--- config.mk ---
export PLATFORM = sky130hd
export DESIGN_NAME = note_duration_tracker_top
export DESIGN_NICKNAME = d
export VERILOG_FILES = /design/src/rtl/ndt_pkg.sv /design/src/rtl/ndt_ctrl.sv /design/src/rtl/ndt_dp.sv /design/src/rtl/note_duration_tracker_top.sv
export VERILOG_INCLUDE_DIRS = /design/src /design/src/rtl
export SDC_FILE = /design/constraint.sdc
export NUM_CORES = 2
export LEC_CHECK = 0
export ABC_AREA = 1
export BUFFER_PORTS_ARGS = -buffer_cell sky130_fd_sc_hd__buf_2
export CAP_MARGIN = 20
export CORE_MARGIN = 10
export CORE_UTILIZATION = 50
export CTS_BUF_LIST = sky130_fd_sc_hd__clkbuf_8
export CTS_CLUSTER_SIZE = 16
export DETAILED_ROUTE_END_ITERATION = 8
export GPL_ROUTABILITY_DRIVEN = 0
export PLACE_DENSITY = 0.7
export SLEW_MARGIN = 15
export SYNTH_ARGS = -nofsm -noshare
export SYNTH_HDL_FRONTEND = slang
export SYNTH_SLANG_ARGS = --single-unit
--- constraint.sdc ---
create_clock -name clk -period 6.46 [get_ports clk]
set_clock_uncertainty 0.15 [all_clocks]
set_input_delay 1.292 -clock clk [delete_from_list [all_inputs] [get_ports clk]]
set_output_delay 1.292 -clock clk [all_outputs]
set_load 0.02 [all_outputs]
--- src/rtl/note_duration_tracker_top_defines.svh ---
// ----------------------------------------------------------------------------
// Note duration tracker assertion macros
// Shared assertion macros for the note duration tracker RTL. Each macro
// expects a clock named clk and an active-low reset named arst_n in scope.
// ----------------------------------------------------------------------------
`ifndef NOTE_DURATION_TRACKER_TOP_DEFINES_SVH
`define NOTE_DURATION_TRACKER_TOP_DEFINES_SVH

`ifndef SYNTHESIS
`define NDT_ASSERT(label, prop, msg) \
	label: assert property (@(posedge clk) disable iff (!arst_n) prop) else $error(msg);
`define NDT_ASSERT_NEXT(label, ante, cons, msg) \
	label: assert property (@(posedge clk) disable iff (!arst_n) ante |=> cons) else $error(msg);
`else
`define NDT_ASSERT(label, prop, msg)
`define NDT_ASSERT_NEXT(label, ante, cons, msg)
`endif

`endif

--- src/rtl/ndt_pkg.sv ---
// ----------------------------------------------------------------------------
// Note duration tracker package
// Sizes, codes and beat types shared by the note duration tracker modules.
// ----------------------------------------------------------------------------
package ndt_pkg;

	localparam int SLOTS       = 32;
	localparam int CHANNELS    = 16;
	localparam int MAX_RESULTS = 32;

	localparam int SLOT_W = (SLOTS > 1) ? $clog2(SLOTS) : 1;
	localparam int CHAN_W = 4;
	localparam int NOTE_W = 7;
	localparam int VEL_W  = 7;
	localparam int DUR_W  = 28;
	localparam int REM_W  = DUR_W + 1;
	localparam int CNT_W  = 8;
	localparam int NEXP_W = $clog2(MAX_RESULTS + 1);

	localparam logic OP_NOTE_ON = 1'b0;
	localparam logic OP_TICK    = 1'b1;

	localparam logic KIND_ON  = 1'b0;
	localparam logic KIND_OFF = 1'b1;

	typedef struct packed {
		logic              op;
		logic [CHAN_W-1:0] channel;
		logic [NOTE_W-1:0] note;
		logic [VEL_W-1:0]  velocity;
		logic [DUR_W-1:0]  duration;
	} item_t;

	typedef struct packed {
		logic              kind;
		logic [CHAN_W-1:0] out_channel;
		logic [NOTE_W-1:0] out_note;
		logic [VEL_W-1:0]  out_velocity;
		logic [CNT_W-1:0]  channel_active;
		logic              last;
	} result_t;

	typedef struct packed {
		logic [CHAN_W-1:0] channel;
		logic [NOTE_W-1:0] note;
		logic [REM_W-1:0]  remaining;
	} slot_t;

	typedef struct packed {
		logic              note_on;
		logic              walk_start;
		logic              rd_en;
		logic [SLOT_W-1:0] rd_addr;
		logic              flush;
	} ndt_cmd_t;

endpackage

--- src/rtl/ndt_ctrl.sv ---
// ----------------------------------------------------------------------------
// Note duration tracker controller
// Accepts commands, sequences the slot walk of a tick and drives the
// datapath through a command bundle.
// ----------------------------------------------------------------------------
`include "note_duration_tracker_top_defines.svh"

module ndt_ctrl (
	input  logic             clk,
	input  logic             arst_n,
	input  logic             start,
	input  logic             op,
	output logic             busy,
	output ndt_pkg::ndt_cmd_t cmd
);
	import ndt_pkg::*;

	typedef enum logic [1:0] {
		S_IDLE,
		S_WALK,
		S_DRAIN,
		S_FLUSH
	} state_t;

	state_t            state_q;
	logic              busy_q;
	logic [SLOT_W-1:0] rd_idx_q;
	logic              accept;

	assign accept = start && !busy_q;
	assign busy   = busy_q;

	always_comb begin
		cmd            = '0;
		cmd.note_on    = accept && (op == OP_NOTE_ON);
		cmd.walk_start = accept && (op == OP_TICK);
		cmd.rd_en      = (state_q == S_WALK);
		cmd.rd_addr    = rd_idx_q;
		cmd.flush      = (state_q == S_FLUSH);
	end

	always_ff @(posedge clk or negedge arst_n) begin
		if (!arst_n) begin
			state_q  <= S_IDLE;
			busy_q   <= 1'b0;
			rd_idx_q <= '0;
		end else begin
			unique case (state_q)
				S_IDLE: begin
					if (accept && (op == OP_TICK)) begin
						state_q  <= S_WALK;
						busy_q   <= 1'b1;
						rd_idx_q <= '0;
					end
				end
				S_WALK: begin
					if (rd_idx_q == SLOT_W'(SLOTS - 1)) begin
						state_q <= S_DRAIN;
					end else begin
						rd_idx_q <= rd_idx_q + 1'b1;
					end
				end
				S_DRAIN: begin
					state_q <= S_FLUSH;
				end
				S_FLUSH: begin
					state_q <= S_IDLE;
					busy_q  <= 1'b0;
				end
				default: begin
					state_q <= S_IDLE;
					busy_q  <= 1'b0;
				end
			endcase
		end
	end

	`NDT_ASSERT(a_busy_matches_state, busy_q == (state_q != S_IDLE), "busy out of step with state")
	`NDT_ASSERT_NEXT(a_flush_ends_walk, state_q == S_FLUSH, state_q == S_IDLE && !busy_q, "walk did not end after flush")

endmodule

--- src/rtl/ndt_dp.sv ---
// ----------------------------------------------------------------------------
// Note duration tracker datapath
// Holds the slot memory, occupancy bits, per-channel note counts and the
// lock register, and forms the outgoing note-on and note-off beats.
// ----------------------------------------------------------------------------
`include "note_duration_tracker_top_defines.svh"

module ndt_dp (
	input  logic                      clk,
	input  logic                      arst_n,
	input  ndt_pkg::ndt_cmd_t         cmd,
	input  ndt_pkg::item_t            item,
	input  logic                      cfg_we,
	input  logic [ndt_pkg::CHANNELS-1:0] cfg_data,
	output ndt_pkg::result_t          result,
	output logic                      result_strobe
);
	import ndt_pkg::*;

	slot_t             slot_mem [SLOTS];
	slot_t             rd_data_s1;
	logic [SLOT_W-1:0] idx_s1;
	logic              vld_s1;

	logic [SLOTS-1:0]    occ_q;
	logic [CNT_W-1:0]    cnt_q [CHANNELS];
	logic [CHANNELS-1:0] locked_q;
	logic [NEXP_W-1:0]   nexp_q;
	logic                pend_vld_q;
	result_t             pend_q;
	result_t             result_q;
	logic                result_strobe_q;

	logic              free_found;
	logic [SLOT_W-1:0] free_idx;
	logic [SLOT_W-1:0] on_slot;
	logic              on_take;
	logic [CHAN_W-1:0] cnt_addr;
	logic [CNT_W-1:0]  cnt_rd;
	logic [CNT_W-1:0]  cnt_inc;
	logic [CNT_W-1:0]  cnt_dec;
	logic              proc;
	logic [REM_W-1:0]  rem_dec;
	logic              expire;
	logic              wr_en;
	logic [SLOT_W-1:0] wr_addr;
	slot_t             wr_data;
	result_t           on_res;
	result_t           off_res;
	result_t           pend_out;

	always_comb begin
		free_found = 1'b0;
		free_idx   = '0;
		for (int i = SLOTS - 1; i >= 0; i--) begin
			if (!occ_q[i]) begin
				free_found = 1'b1;
				free_idx   = SLOT_W'(i);
			end
		end
	end

	assign on_slot  = free_found ? free_idx : '0;
	assign on_take  = cmd.note_on && !locked_q[item.channel];
	assign cnt_addr = vld_s1 ? rd_data_s1.channel : item.channel;
	assign cnt_rd   = cnt_q[cnt_addr];
	assign cnt_inc  = cnt_rd + 1'b1;
	assign cnt_dec  = cnt_rd - 1'b1;

	assign proc    = vld_s1 && occ_q[idx_s1] && (nexp_q < NEXP_W'(MAX_RESULTS));
	assign rem_dec = rd_data_s1.remaining - 1'b1;
	assign expire  = proc && rem_dec[REM_W-1];

	always_comb begin
		wr_en   = on_take || proc;
		wr_addr = on_take ? on_slot : idx_s1;
		if (on_take) begin
			wr_data.channel   = item.channel;
			wr_data.note      = item.note;
			wr_data.remaining = {1'b0, item.duration} - 1'b1;
		end else begin
			wr_data.channel   = rd_data_s1.channel;
			wr_data.note      = rd_data_s1.note;
			wr_data.remaining = rem_dec;
		end
	end

	always_comb begin
		on_res.kind           = KIND_ON;
		on_res.out_channel    = item.channel;
		on_res.out_note       = item.note;
		on_res.out_velocity   = item.velocity;
		on_res.channel_active = cnt_inc;
		on_res.last           = 1'b1;

		off_res.kind           = KIND_OFF;
		off_res.out_channel    = rd_data_s1.channel;
		off_res.out_note       = rd_data_s1.note;
		off_res.out_velocity   = '0;
		off_res.channel_active = cnt_dec;
		off_res.last           = 1'b0;

		pend_out      = pend_q;
		pend_out.last = cmd.flush;
	end

	always_ff @(posedge clk) begin
		if (wr_en) begin
			slot_mem[wr_addr] <= wr_data;
		end
		if (cmd.rd_en) begin
			rd_data_s1 <= slot_mem[cmd.rd_addr];
			idx_s1     <= cmd.rd_addr;
		end
	end

	always_ff @(posedge clk) begin
		if (on_take) begin
			result_q <= on_res;
		end else if ((expire || cmd.flush) && pend_vld_q) begin
			result_q <= pend_out;
		end
		if (expire) begin
			pend_q <= off_res;
		end
	end

	always_ff @(posedge clk or negedge arst_n) begin
		if (!arst_n) begin
			occ_q           <= '0;
			cnt_q           <= '{default: '0};
			locked_q        <= '0;
			nexp_q          <= '0;
			pend_vld_q      <= 1'b0;
			vld_s1          <= 1'b0;
			result_strobe_q <= 1'b0;
		end else begin
			vld_s1          <= cmd.rd_en;
			result_strobe_q <= on_take || ((expire || cmd.flush) && pend_vld_q);
			if (cfg_we) begin
				locked_q <= cfg_data;
			end
			if (cmd.walk_start) begin
				nexp_q     <= '0;
				pend_vld_q <= 1'b0;
			end
			if (on_take) begin
				occ_q[on_slot]        <= 1'b1;
				cnt_q[cnt_addr]       <= cnt_inc;
			end
			if (expire) begin
				occ_q[idx_s1]   <= 1'b0;
				cnt_q[cnt_addr] <= cnt_dec;
				nexp_q          <= nexp_q + 1'b1;
				pend_vld_q      <= 1'b1;
			end
			if (cmd.flush && pend_vld_q) begin
				pend_vld_q      <= 1'b0;
			end
		end
	end

	assign result        = result_q;
	assign result_strobe = result_strobe_q;

	`NDT_ASSERT(a_nexp_bound, nexp_q <= NEXP_W'(MAX_RESULTS), "note-off count past limit")
	`NDT_ASSERT(a_noteon_last, result_strobe_q && result_q.kind == KIND_ON |-> result_q.last, "note-on beat not marked last")
	`NDT_ASSERT(a_no_noteon_in_walk, !(on_take && vld_s1), "note-on taken during slot walk")

endmodule

--- src/rtl/note_duration_tracker_top.sv ---
// ----------------------------------------------------------------------------
// Note duration tracker
// Table of sounding notes with remaining durations, emitting note-on and
// note-off beats.
// ----------------------------------------------------------------------------
// Usage:
//   An item is taken at a clock edge with start high and busy low. A note-on
//   item on an unlocked channel takes the lowest free slot (slot 0 when the
//   table is full) and produces one note-on beat in the next cycle; busy stays
//   low, so note-on items may follow every cycle. A note-on on a locked
//   channel produces nothing.
//   A tick item raises busy through the WALK, DRAIN and FLUSH states: the
//   controller reads one slot per cycle from the slot memory, the datapath
//   decrements it in the next cycle and writes it back. Note-off beats appear
//   during the walk and the final one, marked last, in the cycle busy falls.
//   A tick that frees nothing produces no beat.
//   Every result beat is on result for one cycle with result_strobe high; the
//   receiver must take it then, it cannot stall the block.
//   The lock register is written through cfg_valid / cfg_data; write it only
//   while idle, as the block does not enforce this. cfg_ready is always high.
//   Reset marks every slot free, zeroes the channel counts and the lock mask.
// ----------------------------------------------------------------------------
module note_duration_tracker_top (
	input  logic                         clk,
	input  logic                         arst_n,
	input  logic                         start,
	output logic                         busy,
	input  ndt_pkg::item_t               item,
	output ndt_pkg::result_t             result,
	output logic                         result_strobe,
	input  logic                         cfg_valid,
	output logic                         cfg_ready,
	input  logic [ndt_pkg::CHANNELS-1:0] cfg_data
);
	import ndt_pkg::*;

	ndt_cmd_t cmd;
	logic     cfg_we;

	assign cfg_ready = 1'b1;
	assign cfg_we    = cfg_valid && cfg_ready;

	ndt_ctrl u_ctrl (
		.clk    (clk),
		.arst_n (arst_n),
		.start  (start),
		.op     (item.op),
		.busy   (busy),
		.cmd    (cmd)
	);

	ndt_dp u_dp (
		.clk           (clk),
		.arst_n        (arst_n),
		.cmd           (cmd),
		.item          (item),
		.cfg_we        (cfg_we),
		.cfg_data      (cfg_data),
		.result        (result),
		.result_strobe (result_strobe)
	);

endmodule

# Yosys cells after proc, flatten, opt, wreduce, memory -nomap -nowiden
# Memory sizes are Yosys's and may differ from the RTL's. A register that Yosys moved wholly into a read port is not among the register bits.
# Cells that the tools add are included.
[word_totals]
rom_bits = 0
ff_bits = 245
inputBits = 67
memories = 1
latchBits = 0
out_inout_bits = 31
mem_bits_rw = 1280
[mem_list]
columns = ["memory", "depth", "width", "read_ports", "rd_clocked_by_memory_dff", "wr", "line", "rtl"]
rows = [
  ["u_dp.slot_mem", 32, 40, 1, 1, 1, "ndt_dp.sv:20", "slot_t slot_mem [SLOTS];"],
]
[classes]
shift = 0
muxes = 104
bitwise = 5
n_mul = 0
n_addsub = 6
reduce_logical = 26
div = 0
magnitude_cmp = 8
n_eq_ne = 7
[op_table]
columns = ["cell", "n"]
rows = [
  ["128-bit bitwise mux", 2],
  ["128-bit two-way mux", 2],
  ["5-bit two-way mux", 36],
  ["32-bit two-way mux", 2],
  ["27-bit two-way mux", 2],
  ["1-bit two-way mux", 42],
  ["40-bit two-way mux", 1],
  ["32-bit AND", 1],
  ["8-bit binary-select mux with 4-bit select", 1],
  ["8-bit demux with 4-bit select", 1],
  ["32-bit NOT", 1],
  ["32-bit OR", 1],
  ["28-bit by 1-bit subtractor with 29-bit output, second input constant", 1],
  ["29-bit by 1-bit subtractor with 29-bit output, second input constant", 1],
  ["8-bit two-way mux", 3],
  ["1-bit logical AND", 12],
  ["5-bit by 6-bit < comparator with 1-bit output, second input constant", 2],
  ["6-bit two-way mux", 2],
  ["1-bit demux with 5-bit select", 2],
  ["5-bit by 1-bit greater-or-equal comparator with 1-bit output, second input constant", 2],
  ["5-bit one-hot mux with 2 select lines", 1],
  ["8-bit by 1-bit adder with 8-bit output, second input constant", 1],
  ["2-bit one-hot mux with 4 select lines", 1],
  ["2-bit nonzero test", 4],
  ["other kinds (25)", 32],
]

# Longest topological paths before layout
[logic_depth]
ltp_word = 41
ltp_mapped = 35
ltp_nobuf = 35

# By module
# Synthesis repeated with hierarchy kept, for this count alone.
[unflattened]
cells_unflattened = 5463
area_unflattened_um2 = 65202.5
[modules_own_cells]
columns = ["module", "area_each_um2", "n_inst", "cells_per_inst"]
rows = [
  ["ndt_dp", 64657.0, 1, 5393],
  ["ndt_ctrl", 534.3, 1, 68],
  ["note_duration_tracker_top", 11.3, 1, 2],
]

# Least setup slack after synthesis
# OpenSTA, ideal clock, no wires.
[synth_path]
kind = "input -> register"
start = "in item[42] in the netlist's numbering"
end = "mem u_dp.slot_mem[20][0] in the netlist's numbering, enable pin"
path_stages = 15
setup_ps = 438
required_ps = 5872
arrival_time_ps = 4786
path_slack_ps = 1087
path_cell_list = "buf_2 inv_2 a21oi_1 o21ai_0 nand3_1 o311ai_0 nand3_1 clkbuf_1 buf_1 nand2_1 o21ai_0 inv_1 nor2_1 nand2_1 nor2_1"
[synth_via]
elab_chain_len = 7
[synth_lines]
columns = ["element", "line", "rtl"]
rows = [
  ["start: declaration", "note_duration_tracker_top.sv:28", "input ndt_pkg::item_t item,"],
  ["1-bit binary-select mux with 4-bit select (*)", "ndt_dp.sv:64", "assign on_take = cmd.note_on && !locked_q[item.channel];"],
  ["1-bit two-way mux (not written as such) (*)", "ndt_dp.sv:64", ""],
  ["1-bit zero test (*)", "ndt_dp.sv:64", ""],
  ["1-bit logical AND (*)", "ndt_dp.sv:64", ""],
  ["1-bit logical OR", "ndt_dp.sv:75", "wr_en = on_take || proc;"],
  ["1-bit two-way mux", "ndt_dp.sv:108", "if (wr_en) begin"],
  ["1-bit two-way mux (not written as such)", "ndt_dp.sv:109", "slot_mem[wr_addr] <= wr_data;"],
  ["end: declaration", "ndt_dp.sv:20", ""],
]
# Mark *: on every way between the ends. The rest lies on a longest branch, timed or not. The select of a mux whose other input is x is not followed.

# Worst setup path in the final report
[layout_path]
start = "reg u_dp.occ_q[31]"
end = "mem u_dp.slot_mem[3][39] in the netlist's numbering, enable pin"
[layout_via]
elab_chain_len = 34
[layout_lines]
columns = ["element", "line", "rtl"]
rows = [
  ["start: declaration", "ndt_dp.sv:25", "logic [SLOTS-1:0] occ_q;"],
  ["start signal: assignment", "ndt_dp.sv:130", "occ_q <= '0;"],
  ["start signal: indexed assignment", "ndt_dp.sv:148", "occ_q[on_slot] <= 1'b1;"],
  ["start signal: indexed assignment", "ndt_dp.sv:152", "occ_q[idx_s1] <= 1'b0;"],
  ["5-bit two-way mux / 1-bit two-way mux (equally long branches) (32 in a row)", "ndt_dp.sv:56", "if (!occ_q[i]) begin"],
  ["5-bit two-way mux", "ndt_dp.sv:63", "assign on_slot = free_found ? free_idx : '0;"],
  ["5-bit two-way mux", "ndt_dp.sv:76", "wr_addr = on_take ? on_slot : idx_s1;"],
]
# Parallel ways exist; a longest one is shown, timed or not. The select of a mux whose other input is x is not followed.

==> run_results.csv <==
group,metric,value,unit
clock_network,clock_latency,0.96,ns
worst_setup_path,crit_slowest_cell,"nand2_1",
yosys,netlist.area_leader.share,0.631,
sta,fin_crit_sh,0.803,
yosys,synthesis.area,0.0651,mm2
worst_setup_path,crit_top_cell,"nand2_1",
sta,setup_tns,0,ns
sta,worst_slew_pin_slew,1.13,ns
clock_network,clk_pin_slew,0.06,ns
global_routing,gr-total-overflow,0,
floorplanning,die_y,381,um
clock_network,cts-root-buf,"clkbuf_8",
yosys,synth_area_leader_cell,"edfxtp_1",
yosys,ys_seq_elements,1565,
pwr,peakVddDrop,554,uV
yosys,synthCells,5536,
routing,vias,46500,
sta,setup_violations,0,
yosys,synthesis.nets,5615,
yosys,synth.avg_cell_area,11.8,um2
floorplanning,rows,132,
sta,slew_viol_final,0,
pwr,p_int,19.8,mW
yosys,seq_area_frac_synth,0.706,
pwr,p_leak,25.4,nW
routing,via_per_inst,6.12,
global_routing,grt_max_degree,189,
sta,hold_viol_final,0,
sta,timing.hold.ws,0.191,ns
floorplanning,io_pins,98,
worst_setup_path,r2r_setup_slack,1.27,ns
clock_network,cts_buffers,238,
finish,drive_gt1_frac,0.112,
pwr,clockPowerShare,0.237,
pwr,total_power,32.4,mW
worst_setup_path,arrival,5.62,ns
sta,min_period,5.19,ns
clock_network,ctsResizeCount,0,
worst_setup_path,max_stage_delay,0.61,ns
global_routing,antenna_found_initial,8,
clock_network,htreeDepth,4,
worst_setup_path,r2r-start,"u_dp.occ_q[31]",
finish,layout_common_cells,"edfxtp_1, o21ai_0, nor2_1",
finish,syn_to_final_growth,11.6,%
worst_setup_path,worstReg2RegEnd,"u_dp.slot_mem[3][39]",
global_routing,grtUsageTotal,0.251,
pwr,p_sw,12.7,mW
worst_setup_path,crit_type,"flop to flop",
flow_run,maxCapViolCount,0,
floorplanning,die-area,0.145,mm2
place,portBuffers,96,
worst_setup_path,worstPathRequired,6.89,ns
routing,ant_nets,0,
clock_network,cts_hold_buf,0,
global_routing,grt_first_pass_wirelength,280000,um
floorplanning,core-area,0.129,mm2
worst_setup_path,cp-endpoint,"u_dp.slot_mem[3][39]",
worst_setup_path,cp-startpoint,"u_dp.occ_q[31]",
place,hpwl,105000,um
place,placed_area,0.0682,mm2
yosys,synthFlopType,"edfxtp_1",
floorplanning,start_util,0.503,
pwr,power_density,446,mW/mm2
sta,slew_headroom,0.246,
worst_setup_path,critical_path.max_fanout,26,
yosys,ys_types,60,
clock_network,cts_max_path_buffers,3,
routing,route.detailed.drc,0,
yosys,synthTopCellsByArea,"edfxtp_1, dfrtp_1, o21ai_0, nor2_1, nand2_1",
sta,rsz0062_at_grt,"no",
sta,fmax,0.193,GHz
yosys,synth_warnings,0,
routing,first_iter_violations,6754,
worst_setup_path,reg2reg_depth,37,
pwr,switching_share,0.390,
yosys,async_flop_share,0.123,
status,status,"finished clean",
routing,dr.pass1.iters,8,
finish,fin_area,0.0727,mm2
clock_network,cts_tree,"done",
floorplanning,die_w,381,um
worst_setup_path,cp-start-kind,"flop",
clock_network,cts_sinks,1565,
finish,final_nets,5748,
pwr,seqPwrFrac,0.435,
routing,wl_per_cell,24.8,um
yosys,synth_edf_count,1370,
routing,wl,188000,um
global_routing,grt_pass1_vias,44500,
finish,finish.utilization,0.562,
worst_hold_path,hold_path.class,"input port to async pin",
pwr,p_comb_frac,0.328,
worst_setup_path,critPathCaptureType,"flop",
finish,final_common_cell,"edfxtp_1",
clock_network,cts_setup_buffers,0,
how the worst min path moves through the flow:
| stage | from | to | slack, ns | cells past startpoint |
|---|---|---|---|---|
| after floorplan | u_ctrl.rd_idx_q[2] | u_dp.idx_s1[2] | 0.27 | 0 |
| after global placement | u_dp.off_res[17] | u_dp.pend_out[17] | 0.28 | 0 |
| after detailed placement | u_dp.off_res[17] | u_dp.pend_out[17] | 0.29 | 0 |
| after CTS | arst_n | u_dp.cnt_q[83] | 0.15 | 1 |
| after global routing | arst_n | u_dp.cnt_q[86] | 0.19 | 1 |
| final | arst_n | u_dp.cnt_q[54] | 0.19 | 1 |
power by group through the flow:
stage / clock network [mW] / logic [mW] / registers (mW)
CTS: 7.76 / 10.4 / 14.1
detailed placement: 0 / 10.3 / 14.3
floorplan: 0 / 6.31 / 14.0
global route: 8.22 / 11.4 / 14.2
global placement: 0 / 10.1 / 14.3
finish: 7.68 / 10.6 / 14.1
routing by layer:
layer / global-route usage / vias up / wire (um)
li1: - / 20400 / -
met3: 0.0590 / 441 / 22400
met4: 0.106 / 6 / 7270
met2: 0.380 / 2961 / 84500
met1: 0.348 / 22700 / 74200
met5: 0 / - / 46
cells by family (layout without fill, tap and decap cells):
family	after synthesis	after routing	share of synthesized area
flip-flops	1565	1565	0.706
XOR/XNOR	41	41	0.00563
AO/OA/AOI/OAI	1548	1548	0.137
multiplexers	10	10	0.00169
buffers and inverters	627	951	0.0373
AND/OR/NAND/NOR	1732	1732	0.110
other	1	5	0.0000576
adder cells (fa/ha/maj)	12	12	0.00230
worst max-delay path, delay by kind of cell, from the launching register on:
kind | cells | cell delay, ns
flops | 1 | 0.37
buf+inv | 3 | 0.61
simple gates | 34 | 3.55
cells in the mapped netlist, types with 3 or more instances:
library cell,count
dfrtp_1,193
or2_2,5
a21oi_1,81
a22o_1,3
inv_2,17
clkbuf_1,288
buf_6,3
nor2_4,13
xnor2_1,17
buf_2,15
nor3b_1,3
nand3_1,144
nor3_2,3
a31oi_1,8
nor2_1,852
nand4_1,53
a22oi_1,59
nor3_1,28
edfxtp_1,1370
o221ai_1,129
a32oi_1,6
xor2_1,23
nor4_1,4
or3_4,3
o21ai_1,23
nor2_2,15
a21o_1,4
mux2_2,8
buf_4,8
o21ai_0,931
inv_1,275
nand2_1,597
o22ai_1,216
nand4_2,3
ha_1,12
buf_1,18
o211ai_1,75
final cells by class:
type                            count  area [um2]
Antenna cell                        4        10.0
Clock buffer                      256        3520
Clock inverter                    175         912
Fill cell                       10500       56800
Inverter                          295        1130
Multi-Input combinational cell   3344       17100
Sequential cell                  1565       46000
Tap cell                         1742        2180
Timing Repair Buffer              225        1860
stage by stage:
step	instances	setup slack, ns
6_report	7606	1.27
5_1_grt	7606	0.923
4_1_cts	7599	1.34
3_5_place_dp	7168	1.15
3_3_place_gp	7165	1.14
2_1_floorplan	5536	1.09
sequential cells by signal, indices dropped and copies added, names as in the netlist, 2 cells and up:
signal,flops
u_dp.rd_data_s1,29
u_ctrl.state_q,2
u_dp.off_res,11
u_ctrl.rd_idx_q,5
u_dp.pend_out,19
u_dp.locked_q,16
u_dp.nexp_q,6
u_dp.cnt_q,128
u_dp.occ_q,32
u_dp.idx_s1,5
u_dp.result,28
u_dp.slot_mem,1280
Power figures use the tool's default switching activity.
